`config.mk`:
```
export PLATFORM = sky130hd
export DESIGN_NAME = yenc_line_encoder_crc32
export DESIGN_NICKNAME = d
export VERILOG_FILES = /design/src/hdl/yle_pkg.sv /design/src/hdl/yenc_line_encoder_crc32.sv /design/src/hdl/yle_front.sv /design/src/hdl/yle_fifo.sv /design/src/hdl/yle_back.sv
export VERILOG_INCLUDE_DIRS = /design/src /design/src/hdl
export SDC_FILE = /design/constraint.sdc
export NUM_CORES = 1
export LEC_CHECK = 0
export BUFFER_PORTS_ARGS = -buffer_cell sky130_fd_sc_hd__buf_4
export CORE_MARGIN = 2
export CORE_UTILIZATION = 50
export DETAILED_ROUTE_END_ITERATION = 6
export GPL_TIMING_DRIVEN = 0
export PLACE_DENSITY_LB_ADDON = 0.2
export SYNTH_ARGS = -nofsm -noshare
export SYNTH_HDL_FRONTEND = slang
export SYNTH_HIERARCHICAL = 1
export SYNTH_SLANG_ARGS = --single-unit
export TNS_END_PERCENT = 1
```
`constraint.sdc`:
```
create_clock -name clk -period 2.9 [get_ports clk]
set_input_delay 0.58 -clock clk [delete_from_list [all_inputs] [get_ports clk]]
set_output_delay 0.58 -clock clk [all_outputs]
set_load 0.05 [all_outputs]
```
`src/hdl/yenc_line_encoder_crc32_assert.svh`:
```
// Assertion macros shared by the encoder modules.
`ifndef YENC_LINE_ENCODER_CRC32_ASSERT_SVH
`define YENC_LINE_ENCODER_CRC32_ASSERT_SVH

// Condition that must hold at every clock edge out of reset.
`define YLE_ASSERT_ALWAYS(lbl, ck, rn, cond) \
	lbl: assert property (@(posedge ck) disable iff (!rn) (cond)) \
		else $error("yle assertion failed");

// Condition that must hold whenever the antecedent holds.
`define YLE_ASSERT_IMPLY(lbl, ck, rn, ante, cons) \
	lbl: assert property (@(posedge ck) disable iff (!rn) (ante) |-> (cons)) \
		else $error("yle assertion failed");

`endif

```
`src/hdl/yle_pkg.sv`:
```
package yle_pkg;

	localparam logic [7:0]  ENC_OFFSET   = 8'd42;
	localparam logic [7:0]  ESC_OFFSET   = 8'd64;
	localparam logic [7:0]  ESC_CHAR     = 8'h3D;
	localparam logic [7:0]  DOT_CHAR     = 8'h2E;
	localparam logic [7:0]  NUL_CHAR     = 8'h00;
	localparam logic [7:0]  TAB_CHAR     = 8'h09;
	localparam logic [7:0]  CR_CHAR      = 8'h0D;
	localparam logic [7:0]  LF_CHAR      = 8'h0A;
	localparam logic [31:0] CRC_POLY     = 32'hEDB88320;
	localparam logic [31:0] CRC_INIT     = 32'hFFFFFFFF;
	localparam logic [7:0]  LINE_LEN_RST = 8'd128;

	localparam int FIFO_DEPTH = 4;
	localparam int PTR_W      = $clog2(FIFO_DEPTH);
	localparam int CNT_W      = PTR_W + 1;

	// One classified input byte: everything the back end needs to emit its words.
	typedef struct packed {
		logic [7:0]  enc;
		logic        esc;
		logic        crlf;
		logic [31:0] crc;
		logic        last;
	} run_t;

	function automatic logic [31:0] crc_byte(input logic [31:0] crc, input logic [7:0] data);
		logic [31:0] c;
		c = crc ^ {24'd0, data};
		for (int k = 0; k < 8; k++) begin
			c = c[0] ? ((c >> 1) ^ CRC_POLY) : (c >> 1);
		end
		return c;
	endfunction

	function automatic logic needs_escape(input logic [7:0] b);
		return (b == NUL_CHAR) || (b == TAB_CHAR) || (b == LF_CHAR) || (b == CR_CHAR)
			|| (b == ESC_CHAR) || (b == DOT_CHAR);
	endfunction

endpackage

```
`src/hdl/yenc_line_encoder_crc32.sv`:
```
// A pushed byte goes into the queue, then its first word is loaded into the output register.
// Throughput: a byte a cycle while not full; one to four words per byte, one a cycle while popped.
// The four-entry queue between the classifier and the word emitter sets how long pushes outrun pops.
// Reset (arst_n low, asynchronous): CRC all ones, line count zero, line length 128, all queues empty.
module yenc_line_encoder_crc32 (
	input  logic        clk,
	input  logic        arst_n,
	input  logic        cfg_we,
	input  logic [7:0]  cfg_wdata,
	input  logic        push,
	output logic        full,
	input  logic [7:0]  data_byte,
	input  logic        last_byte,
	output logic        empty,
	input  logic        pop,
	output logic [7:0]  out_byte,
	output logic        end_of_run,
	output logic [31:0] crc_value,
	output logic        part_end
);

	// The front end classifies each byte in the cycle it is pushed: it folds the byte
	// into the running CRC, applies the offset, decides on the escape and on the line
	// end, and keeps the line count. The whole run is described by one queue record.
	yle_pkg::run_t rec;
	yle_pkg::run_t head;
	logic          accept;
	logic          fifo_rd;
	logic          fifo_empty;

	// A byte is taken whenever the queue has room; the back end never stalls the front
	// directly, only through the queue filling up.
	assign accept = push && !full;

	yle_front u_front (
		.clk       (clk),
		.arst_n    (arst_n),
		.cfg_we    (cfg_we),
		.cfg_wdata (cfg_wdata),
		.accept    (accept),
		.data_byte (data_byte),
		.last_byte (last_byte),
		.rec       (rec)
	);

	// The queue decouples the one-record-per-byte front from the one-word-per-cycle
	// back end, so short bursts of escapes and line ends do not stall the input.
	yle_fifo u_fifo (
		.clk        (clk),
		.arst_n     (arst_n),
		.wr         (accept),
		.wdata      (rec),
		.rd         (fifo_rd),
		.rdata      (head),
		.full       (full),
		.fifo_empty (fifo_empty)
	);

	// The back end walks through the words of the head record into an output
	// register; it loads a new word in the same cycle that the waiting one is popped,
	// and frees the queue entry as it loads the last word of the run.
	yle_back u_back (
		.clk        (clk),
		.arst_n     (arst_n),
		.head       (head),
		.fifo_empty (fifo_empty),
		.fifo_rd    (fifo_rd),
		.pop        (pop),
		.empty      (empty),
		.out_byte   (out_byte),
		.end_of_run (end_of_run),
		.crc_value  (crc_value),
		.part_end   (part_end)
	);

endmodule

```
`src/hdl/yle_front.sv`:
```
`include "yenc_line_encoder_crc32_assert.svh"

module yle_front (
	input  logic                clk,
	input  logic                arst_n,
	input  logic                cfg_we,
	input  logic [7:0]          cfg_wdata,
	input  logic                accept,
	input  logic [7:0]          data_byte,
	input  logic                last_byte,
	output yle_pkg::run_t       rec
);

	logic [7:0]  line_length_q;
	logic [31:0] crc_q;
	logic [8:0]  line_fill_q;

	logic [7:0]  enc_raw;
	logic        esc;
	logic [8:0]  fill_next;
	logic        crlf;
	logic [31:0] crc_new;

	always_comb begin
		enc_raw   = data_byte + yle_pkg::ENC_OFFSET;
		esc       = yle_pkg::needs_escape(enc_raw);
		fill_next = line_fill_q + (esc ? 9'd2 : 9'd1);
		crlf      = last_byte || (fill_next >= {1'b0, line_length_q});
		crc_new   = yle_pkg::crc_byte(crc_q, data_byte);
		rec.enc   = esc ? (enc_raw + yle_pkg::ESC_OFFSET) : enc_raw;
		rec.esc   = esc;
		rec.crlf  = crlf;
		rec.crc   = ~crc_new;
		rec.last  = last_byte;
	end

	always_ff @(posedge clk or negedge arst_n) begin
		if (!arst_n) begin
			line_length_q <= yle_pkg::LINE_LEN_RST;
		end else if (cfg_we) begin
			line_length_q <= cfg_wdata;
		end
	end

	always_ff @(posedge clk or negedge arst_n) begin
		if (!arst_n) begin
			crc_q       <= yle_pkg::CRC_INIT;
			line_fill_q <= 9'd0;
		end else if (accept) begin
			crc_q       <= last_byte ? yle_pkg::CRC_INIT : crc_new;
			line_fill_q <= crlf ? 9'd0 : fill_next;
		end
	end

	// A line that is not closed is always shorter than the longest line length.
	`YLE_ASSERT_ALWAYS(a_fill_range, clk, arst_n, line_fill_q < 9'd255)

endmodule

```
`src/hdl/yle_fifo.sv`:
```
`include "yenc_line_encoder_crc32_assert.svh"

module yle_fifo (
	input  logic                clk,
	input  logic                arst_n,
	input  logic                wr,
	input  yle_pkg::run_t       wdata,
	input  logic                rd,
	output yle_pkg::run_t       rdata,
	output logic                full,
	output logic                fifo_empty
);

	yle_pkg::run_t                     mem_q [yle_pkg::FIFO_DEPTH];
	logic [yle_pkg::PTR_W-1:0]         wptr_q;
	logic [yle_pkg::PTR_W-1:0]         rptr_q;
	logic [yle_pkg::CNT_W-1:0]         cnt_q;

	assign full       = (cnt_q == yle_pkg::CNT_W'(yle_pkg::FIFO_DEPTH));
	assign fifo_empty = (cnt_q == '0);
	assign rdata      = mem_q[rptr_q];

	always_ff @(posedge clk) begin
		if (wr) begin
			mem_q[wptr_q] <= wdata;
		end
	end

	always_ff @(posedge clk or negedge arst_n) begin
		if (!arst_n) begin
			wptr_q <= '0;
			rptr_q <= '0;
			cnt_q  <= '0;
		end else begin
			if (wr) begin
				wptr_q <= wptr_q + 1'b1;
			end
			if (rd) begin
				rptr_q <= rptr_q + 1'b1;
			end
			unique case ({wr, rd})
				2'b10:   cnt_q <= cnt_q + 1'b1;
				2'b01:   cnt_q <= cnt_q - 1'b1;
				default: cnt_q <= cnt_q;
			endcase
		end
	end

	`YLE_ASSERT_ALWAYS(a_cnt_range, clk, arst_n, cnt_q <= yle_pkg::CNT_W'(yle_pkg::FIFO_DEPTH))

endmodule

```
`src/hdl/yle_back.sv`:
```
`include "yenc_line_encoder_crc32_assert.svh"

module yle_back (
	input  logic                clk,
	input  logic                arst_n,
	input  yle_pkg::run_t       head,
	input  logic                fifo_empty,
	output logic                fifo_rd,
	input  logic                pop,
	output logic                empty,
	output logic [7:0]          out_byte,
	output logic                end_of_run,
	output logic [31:0]         crc_value,
	output logic                part_end
);

	logic [1:0]  idx_q;
	logic        ovalid_q;
	logic [7:0]  obyte_q;
	logic        oend_q;
	logic [31:0] ocrc_q;
	logic        opart_q;

	logic        load;
	logic        at_end;
	logic [7:0]  sel_byte;

	// Words of a run: optional escape, data, then optional CR LF.
	always_comb begin
		load   = (!ovalid_q || pop) && !fifo_empty;
		at_end = (idx_q == {head.crlf, head.esc});
		unique case (idx_q)
			2'd0:    sel_byte = head.esc ? yle_pkg::ESC_CHAR : head.enc;
			2'd1:    sel_byte = head.esc ? head.enc : yle_pkg::CR_CHAR;
			2'd2:    sel_byte = head.esc ? yle_pkg::CR_CHAR : yle_pkg::LF_CHAR;
			default: sel_byte = yle_pkg::LF_CHAR;
		endcase
		fifo_rd = load && at_end;
	end

	always_ff @(posedge clk or negedge arst_n) begin
		if (!arst_n) begin
			idx_q    <= 2'd0;
			ovalid_q <= 1'b0;
		end else begin
			if (load) begin
				idx_q    <= at_end ? 2'd0 : (idx_q + 2'd1);
				ovalid_q <= 1'b1;
			end else if (pop) begin
				ovalid_q <= 1'b0;
			end
		end
	end

	always_ff @(posedge clk) begin
		if (load) begin
			obyte_q <= sel_byte;
			oend_q  <= at_end;
			ocrc_q  <= head.crc;
			opart_q <= head.last;
		end
	end

	assign empty      = !ovalid_q;
	assign out_byte   = obyte_q;
	assign end_of_run = oend_q;
	assign crc_value  = ocrc_q;
	assign part_end   = opart_q;

	// A run in progress keeps its record at the head of the queue.
	`YLE_ASSERT_IMPLY(a_run_held, clk, arst_n, idx_q != 2'd0, !fifo_empty)
	// A fourth word exists only for an escaped byte that closes a line.
	`YLE_ASSERT_IMPLY(a_four_words, clk, arst_n, load && (idx_q == 2'd3), head.esc && head.crlf)

endmodule

```
* Word-level counts from Yosys, hierarchy flattened
Memories as Yosys holds them, arrays and structs flattened.
Index checks and enable logic that the tools add are counted.
** Storage, ports and cells
- Register bits :: 101
- Memories :: 1
- Memory bits (writable) :: 172
- Input port bits :: 22
- Output and inout bits :: 44
** Memory list
- u_fifo.mem_q :: words 4, width 43, read ports 1, clocked after Yosys merged registers in 0, write ports 1, RTL line yle_fifo.sv:14 : yle_pkg::run_t mem_q [yle_pkg::FIFO_DEPTH];
** Cells by class
- $add $sub $neg :: 8
- Bitwise gates (word level) :: 10
- $lt $le $gt $ge :: 1
- Reduce and logical (&&, ||, !) cells :: 18
- Eq/ne operators :: 11
- Multiplexer cells :: 22
** Operators by type and width (number)
- $mux W32 :: 9
- $not A13 Y14 :: 8
- $not A32 Y32 :: 1
- $xor A32 B8 Y32 :: 1
- $eq A8 B4 Y1 const B :: 3
- $mux W8 :: 3
- $pmux W8 S3 :: 1
- $eq A8 B6 Y1 const B :: 2
- $add A9 B9 Y9 :: 1
- $ge A9 B8 Y1 :: 1
- $mux W9 :: 1
- $add A8 B6 Y8 const B :: 1
- $add A8 B7 Y8 const B :: 1
- $logic_not A8 Y1 :: 1
- $logic_or A1 B1 Y1 :: 7
- $add A2 B1 Y2 const B :: 3
- $pmux W3 S2 :: 1
- $eq A2 B1 Y1 const B :: 2
- $eq A2 B2 Y1 const B :: 2
- $mux W1 :: 4
- $mux W2 :: 2
- $reduce_bool A2 Y1 :: 2
- $add A3 B1 Y3 const B :: 1
- $eq A3 B3 Y1 const B :: 1
- other kinds (7) :: 11

* Longest topological paths before layout
Gate-level depths: netlist of run 1.
- Depth in word-level cells :: 18
- Depth in mapped cells :: 21

* Modules after synthesis
The synthesis of run 1 kept the hierarchy.
** Modules (own cells, without submodules)
- yle_fifo :: sequential area each 5340.1 um^2, area an instance 6663.9 um^2, times used 1, cells an instance 261
- yle_front :: sequential area each 1267.5 um^2, area an instance 3179.3 um^2, times used 1, cells an instance 335
- yle_back :: sequential area each 1336.3 um^2, area an instance 1684.1 um^2, times used 1, cells an instance 95
- yenc_line_encoder_crc32 :: sequential area each 0.0 um^2, area an instance 13.8 um^2, times used 1, cells an instance 1

* Worst setup path before layout of run 1
Ideal clock, no wire load.
- Path kind :: input to register
- From :: input port data_byte[1]
- To :: memory u_fifo/mem_q[0][33] (netlist bit), data pin
- Stages on the path :: 18
- Data arrival time :: 4324 ps
- Required time :: 2644 ps
- Setup slack :: -1679 ps
- Library setup time :: 256 ps
- Cell sequence :: ha_1 o21ai_0 a21boi_0 xnor2_1 ha_1 nand2_1 or4_1 buf_2 fa_1 nand3b_1 nor2_1 xnor2_1 ha_1 a211oi_1 o211ai_1 o221ai_1 o2111ai_1 buf_4
** Between the ends
- Word-level cells in the longest chain between the ends :: 11
- Elaborated cells on any way between the ends :: 16
- Those cells by class :: 2 x add/sub; 1 x order compare; 5 x eq/ne; 1 x mux; 7 x reduce/logical
** Ends and longest elaborated chain
- start, declared :: RTL line yenc_line_encoder_crc32.sv:12 : input logic [7:0] data_byte,
- $add A8 B6 Y8 * :: RTL line yle_front.sv:25 : enc_raw = data_byte + yle_pkg::ENC_OFFSET;
- $eq A8 B4 Y1 or $logic_not A8 Y1 (tied branches) :: RTL line yle_pkg.sv:38 : return (b == NUL_CHAR) || (b == TAB_CHAR) || (b == LF_CHAR) || (b == CR_CHAR)
- $logic_or A1 B1 Y1 (3 in a row) :: RTL line yle_pkg.sv:38
- $logic_or A1 B1 Y1 :: RTL line yle_pkg.sv:39 : || (b == ESC_CHAR) || (b == DOT_CHAR);
- $logic_or A1 B1 Y1 * :: RTL line yle_pkg.sv:39
- $mux W2 * :: RTL line yle_front.sv:27 : fill_next = line_fill_q + (esc ? 9'd2 : 9'd1);
- $add A9 B9 Y9 * :: RTL line yle_front.sv:27
- $ge A9 B8 Y1 * :: RTL line yle_front.sv:28 : crlf = last_byte || (fill_next >= {1'b0, line_length_q});
- $logic_or A1 B1 Y1 * :: RTL line yle_front.sv:28
- via u_front.crlf :: RTL line yle_front.sv:21 : logic crlf;
- end, declared :: RTL line yle_fifo.sv:14
The timed path passes the listed nets; every way through them passes the cells marked *.

* Final worst setup path of run 1
- From :: input port data_byte[1]
- To :: memory u_fifo/mem_q[1][33] (netlist bit), data pin
Same word-level chain as after synthesis.

==> results of run 1 <==
==> registers in the layout, indices dropped and copies added, names as in the netlist <==
register,cells
u_fifo/rptr_q,2
u_back/end_of_run,1
u_front/line_length_q,8
u_front/line_fill_q,9
u_fifo/mem_q,172
u_back/crc_value,32
u_fifo/wptr_q,2
u_front/crc_q,32
u_back/out_byte,8
u_back/ovalid_q,1
u_back/part_end,1
u_back/idx_q,2
u_fifo/cnt_q,3
==> metrics by stage <==
stage	hold WS (ns)	setup slack (ns)	setup TNS, ns
global placement	0.4704	-1.943	-122.18
CTS	0.1622	-1.145	-13.51
detailed placement	0.4993	-2.116	-25.03
finish	0.1623	-1.149	-13.34
floorplan	0.2844	-1.394	-15.36
global route	0.2156	-1.272	-15.05
==> synthesized netlist by cell type, types with 3 or more instances <==
cell      number  area [um2]
mux4_1         5       131.4
buf_6          4       45.04
buf_2          6       30.03
nor3_1         5       25.02
o21ai_0       19       95.09
o22ai_1        6       37.54
mux2i_1        4       40.04
xnor2_1       60       525.5
clkbuf_1      10       37.54
buf_12         4       80.08
buf_4          5       37.54
nand2_1       26       97.59
inv_1         33       123.9
xnor2_2        8       130.1
ha_1          23       287.8
dfrtp_1       26       650.6
nor2_1        44       165.2
a21oi_1       37       185.2
mux4_2        38       855.8
nor2b_1        3       18.77
and2_1         6       37.54
edfxtp_1     214        6426
nand4_1        3       18.77
a21o_1         7       52.55
a31oi_1        4       25.02
xor2_1        28       245.2
dfstp_2       33       867.1
==> cell families after synthesis <==
group / Yosys count / share of synthesized area (%)
buffers and inverters: 62 / 3.068
multiplexers: 48 / 8.998
flip-flops: 273 / 68.83
AO/OA/AOI/OAI: 85 / 4.217
adder cells (fa/ha/maj): 25 / 2.840
XOR/XNOR: 96 / 7.806
AND/OR/NAND/NOR: 103 / 4.239
==> final cells by class <==
| type | instances | area, um2 | area share, % |
|---|---|---|---|
| clock inverter | 17 | 197.7 | 1.441 |
| timing repair buffer | 82 | 714.4 | 5.208 |
| sequential | 273 | 7944 | 57.91 |
| multi-input combinational | 357 | 3426 | 24.97 |
| buffer | 29 | 251.5 | 1.833 |
| tap | 285 | 356.6 | 2.599 |
| clock buffer | 33 | 698.2 | 5.089 |
| inverter | 33 | 130.1 | 0.9486 |
==> what timing repair did <==
item / 4_1_cts / 5_1_grt
setup endpoints to repair: 14 / 14
setup buffers: 12 / 2
gates cloned: 0 / 0
resized for setup: 27 / 16
pin swaps: 19 / 21
==> worst paths after layout <==
check,slack [ns],end
min reg2reg,0.51,u_front/crc_q[31]
min in group clk,0.26,u_front/line_length_q[6]
min,0.16,u_front/line_fill_q[3]
max reg2reg,-0.16,u_fifo/cnt_q[2]
max,-1.15,u_fifo/mem_q[1][33]
max in group asynchronous,2.24,u_fifo/cnt_q[0]
==> routing by layer <==
metal	GRT usage (%)	part of all wire [%]	vias up
met1	25.74	43	3126
met2	33.00	50	148
met5	0	0	-
met4	3.757	1.1	0
met3	2.611	5.0	25
li1	-	-	2803
==> critical path, cell delays in order <==
cell and delay (ns):
buf_12 0.11, ha_4 0.17, o21ai_4 0.14, a21boi_2 0.09, xnor2_2 0.17, ha_2 0.19
nand2_1 0.05, or4_1 0.48, buf_6 0.15, fa_2 0.34, nand3b_1 0.21, nor2_2 0.17
xnor2_2 0.08, ha_1 0.34, a211oi_2 0.22, o211ai_1 0.17, o221ai_2 0.23, o2111ai_4 0.22
buf_6 0.19
==> flow_summary.ini, run 1 <==
[run_status]
outcome = complete, but fails checks
violations = negative setup slack

[routing]
drc_errors = 0
detail_route.wl_per_cell_um = 20.34
drt_pass1_iterations = 4
routed_wl_mm = 22.56
antenna_left = 0
via_per_inst = 5.502
vias = 6102
drt_iter0_drc = 256

[synthesis]
synth_cells = 692
seq_area_frac_synth_pct = 68.83
ys_ff_latch = 273
syn_area_mm2 = 0.01154
synth_top_flop_cell = edfxtp_1
synth.yosys.warnings = 6
syn-num-nets = 739
yosysUniqueCellTypes = 50
synth_async_sr_flop_share_pct = 21.61
synth_edf_count = 214
avgSynthCellArea_um2 = 16.68

[clocking]
cts-buffers-inserted = 27
cts-htree-levels = 1
cts_hold_buf = 0
cts_sinks = 273
root_buffer = clkbuf_16
clk_pin_slew_ns = 0.06
cts_tree = built
clk_path_buf_depth = 3
clock_latency_ns = 0.54

[finish]
final_cell_mix = 214 x edfxtp_1, 77 x buf_4, 56 x xnor2_1
final_cells = 1109
area_delta_synth_final_pct = 18.86
nFillCells = 1635
stdcell_area_mm2 = 0.01372
drive_above_1_share_pct = 31.19
antennaDiodeCount = 0
final_common_cell = edfxtp_1
nets = 850
final_core_util_pct = 60.59

[worst_setup_path]
regToRegStartpoint = u_fifo/rptr_q[0]
cp_max_fo = 6
cp.arrival_ns = 4.33
end_kind = flop
critPathKind = in2reg
critPathLaunchType = input pin
startpoint = data_byte[1]
ff2ff_path_depth = 11
worstPathRequired_ns = 3.18

[sta]
slew_violations = 0
clock_skew_ns = 0.02355
post-route-min-period_ns = 4.049
worst_pin_slew_ns = 0.7906
min_period_over_period_pct = 139.6
grt_setup_unrepaired = yes
slew_headroom_pct = 46.89
hold_viol = 0
max_clock_freq_mhz = 247.0
setup_violations = 13
fin_ws_ns = -1.149

[job]
max_cap_violations = 0

[global_routing]
grt_overflow = 0
grt_max_degree = 60
grt_usage_pct = 18.90
grt_pass1_wl_mm = 35.11
grt_pass1_vias = 6358
antenna_found_initial = 0

[placement]
numPortBuffers = 63
placed_area_mm2 = 0.01253
place.detailed.hpwl_mm = 14.75
routabilityCongestion = 0.8550
dp_cells = 1045

[die]
ios = 66
core_mm2 = 0.02264
rows = 55
die_w_um = 155.9
die_h_um = 155.9
dieArea_mm2 = 0.02431
initial_core_util_pct = 50.98

[worst_hold_path]
min_path_type = in2async
Power of run 1 is left out: the tool's default activity adds up to more than one toggle a clock period on the data nets, which glitch-free logic cannot reach.
==> run 2: changes to the inputs <==
--- a/config.mk
+++ b/config.mk
@@ -6,6 +6,7 @@
 export SDC_FILE = /design/constraint.sdc
 export NUM_CORES = 1
 export LEC_CHECK = 0
+export ABC_AREA = 1
 export BUFFER_PORTS_ARGS = -buffer_cell sky130_fd_sc_hd__buf_4
 export CORE_MARGIN = 2
 export CORE_UTILIZATION = 50
==> run 2 against run 1 <==
Final cell count rose by 53%. Synthesized cell count rose by 77%. Largest cell class unchanged. The flow still finishes with violations (negative setup slack). Non-clock buffer count rose by 25. Critical path depth rose by 8. Clock skew fell by 0.012 ns. Critical path type unchanged. Sequential share of layout area fell by 5.6 points. Flip-flop and latch count did not move. Core utilization fell by 0.44 points. Die area rose by 11%.
==> flow_summary.ini, run 2 <==
[run_status]
outcome = complete, but fails checks
violations = negative setup slack

[worst_setup_path]
cp_max_fo = 4
critical-path-slowest-cell = fa_2
slowest_delay_ns = 0.34
ff2ff_path_depth = 17
cp_common_cell = buf_4
ff2ff_setup_slack_ns = 0.14
critPathLaunchType = input pin
critPathKind = in2reg
cp.arrival_ns = 3.89
regToRegStartpoint = u_fifo/rptr_q[1]
rr_endpoint = u_fifo/cnt_q[2]
critPathTopFamily = simple AND/OR/NAND/NOR gates
cp_num_buf_inv = 11
end_kind = flop
worstPathRequired_ns = 3.18

[finish]
area_delta_synth_final_pct = 17.77
multi_input_area_mm2 = 0.004090
final_core_util_pct = 60.15
largest_reg_flops = 172
drive_above_1_share_pct = 21.13
regArea_mm2 = 0.007944
final_common_cell = nand2_1
nFillCells = 2078
final_cell_mix = 333 x nand2_1, 214 x edfxtp_1, 190 x inv_1
nets = 1393
regMostFlops = u_fifo/mem_q
antennaDiodeCount = 0
final_cells = 1698

[sta]
fin_ws_ns = -0.7101
grt_setup_unrepaired = yes
slew_violations = 0
hold_viol = 0
post-route-min-period_ns = 3.610
clock_skew_ns = 0.01205
worst_pin_slew_ns = 0.7856
max_clock_freq_mhz = 277.0
tns_ns = -8.187
min_period_over_period_pct = 124.5
setup_violations = 12
slew_headroom_pct = 47.63
hold_slack_ns = 0.1334

[clocking]
cts_sinks = 273
clk_pin_slew_ns = 0.06
clock_latency_ns = 0.54
cts_tree = built
cts-buffers-inserted = 28
clk_path_buf_depth = 3
cts_hold_buf = 0
root_buffer = clkbuf_16
cts-htree-levels = 1

[routing]
drt_pass1_iterations = 6
detail_route.wl_per_cell_um = 16.69
drc_errors = 0
vias = 8707
antenna_left = 0
routed_wl_mm = 28.34
drt_iter0_drc = 722
via_per_inst = 5.128

[global_routing]
grt_max_degree = 60
grt_pass1_wl_mm = 44.15
grt_pass1_vias = 8309
grt_overflow = 0
antenna_found_initial = 0
grt_usage_pct = 21.32

[placement]
numPortBuffers = 65
routabilityCongestion = 0.8894
dp_slack_ns = -1.585
dp_cells = 1625
place.detailed.hpwl_mm = 18.75

[synthesis]
synth_most_common_cell = nand2_1
syn-num-nets = 1272
avgSynthCellArea_um2 = 10.53
synth_area_leaders = edfxtp_1 50%, nand2_1 9.9%, dfstp_2 6.7%, inv_1 5.8%, dfrtp_1 5.0%
yosysUniqueCellTypes = 42
seq_area_frac_synth_pct = 61.59
ys_ff_latch = 273
syn_area_mm2 = 0.01290
synth_async_sr_flop_share_pct = 21.61
synth.top_cell.area_share_pct = 49.83
synth_cells = 1225
synth_top_flop_cell = edfxtp_1
synth.yosys.warnings = 6
synth_top_cell_by_area = edfxtp_1
synth_edf_count = 214
ys_top_cells_by_count = 341 x nand2_1, 214 x edfxtp_1, 199 x inv_1

[job]
max_cap_violations = 0

[pwr]
ir_drop_uv = 623.2
cellPowerDensity_mw_per_mm2 = 1226
leakagePower_nw = 6.652

[die]
ios = 66
die_w_um = 164.6
initial_core_util_pct = 51.07
die_h_um = 164.6
core_mm2 = 0.02525
dieArea_mm2 = 0.02709
rows = 58

[worst_hold_path]
min_path_type = in2async
run 2: cell count changes after synthesis, sizes merged, moves of 40 or more:
cell / change
o211ai: +85
mux4: -43
nand2: +343
xnor2: -58
inv: +174
nand3: +40
run 2: worst max-delay path by stage:
stage                     slack [ns]  cells past startpoint          from                endpoint
final                          -0.71                     27  data_byte[1]     u_fifo/mem_q[2][33]
after global routing           -0.84                     29  data_byte[1]  u_front/line_fill_q[4]
after CTS                      -0.60                     29  data_byte[2]  u_front/line_fill_q[2]
after detailed placement       -1.59                     28  data_byte[1]     u_fifo/mem_q[3][33]
after global placement         -1.58                     28  data_byte[1]     u_fifo/mem_q[0][33]
after floorplan                -1.03                     27  data_byte[1]     u_fifo/mem_q[0][33]
run 2: where the power goes:
part	total (mW)	internal [mW]	switching, mW	leakage, nW
clock	3.48	2.04	1.45	0.436
combinational	8.12	2.43	5.68	3.56
sequential	7.03	6.57	0.458	2.65
total	18.6	11.0	7.59	6.65
run 2: worst reg2reg max path, delay by kind of cell, from the launching register on:
kind	cells	cell delay [ns]
simple gates	9	0.84
buf+inv	5	0.77
fa+ha+maj	2	0.58
flops	1	0.35
compound gates	1	0.11
run 2: metrics by stage:
| stage | total power, mW | area (um2) |
|---|---|---|
| after CTS | 18.70 | 15130 |
| after floorplan | 12.66 | 12970 |
| after global placement | 14.85 | 13870 |
| after detailed placement | 15.12 | 13970 |
| final | 18.63 | 15190 |
| after global routing | 19.78 | 15190 |
run 2: final cells by class:
cell class | instances | share of cell area, %
Multi-Input combinational cell | 699 | 26.93
Inverter | 208 | 5.156
Tap cell | 330 | 2.718
Sequential cell | 273 | 52.30
Clock inverter | 15 | 0.8731
Clock buffer | 37 | 5.041
Timing Repair Buffer | 92 | 5.231
Buffer | 44 | 1.755
run 2: cell families after synthesis:
logic type / synth area share (%)
mux: 0.08730
fa+ha+maj: 2.542
compound gates: 7.674
flops: 61.59
simple gates: 15.48
xor+xnor: 4.511
buf+inv: 8.110
run 2: metal layers:
metal,track usage [%],wire (um),part of all wire (%),vias to the layer above
li1,-,-,-,4248
met1,28.89,12050,43,4154
met2,35.47,13760,49,254
met3,3.315,1712,6.0,51
met4,6.917,811,2.9,0
met5,0,0,0,-
run 2: what timing repair did:
| action | in CTS | in global routing |
|---|---|---|
| pin swaps | 17 | 7 |
| setup endpoints to repair | 14 | 14 |
| setup buffers | 20 | 2 |
| gates resized for setup | 24 | 13 |
No activity file was read; power rests on OpenSTA's default activity.
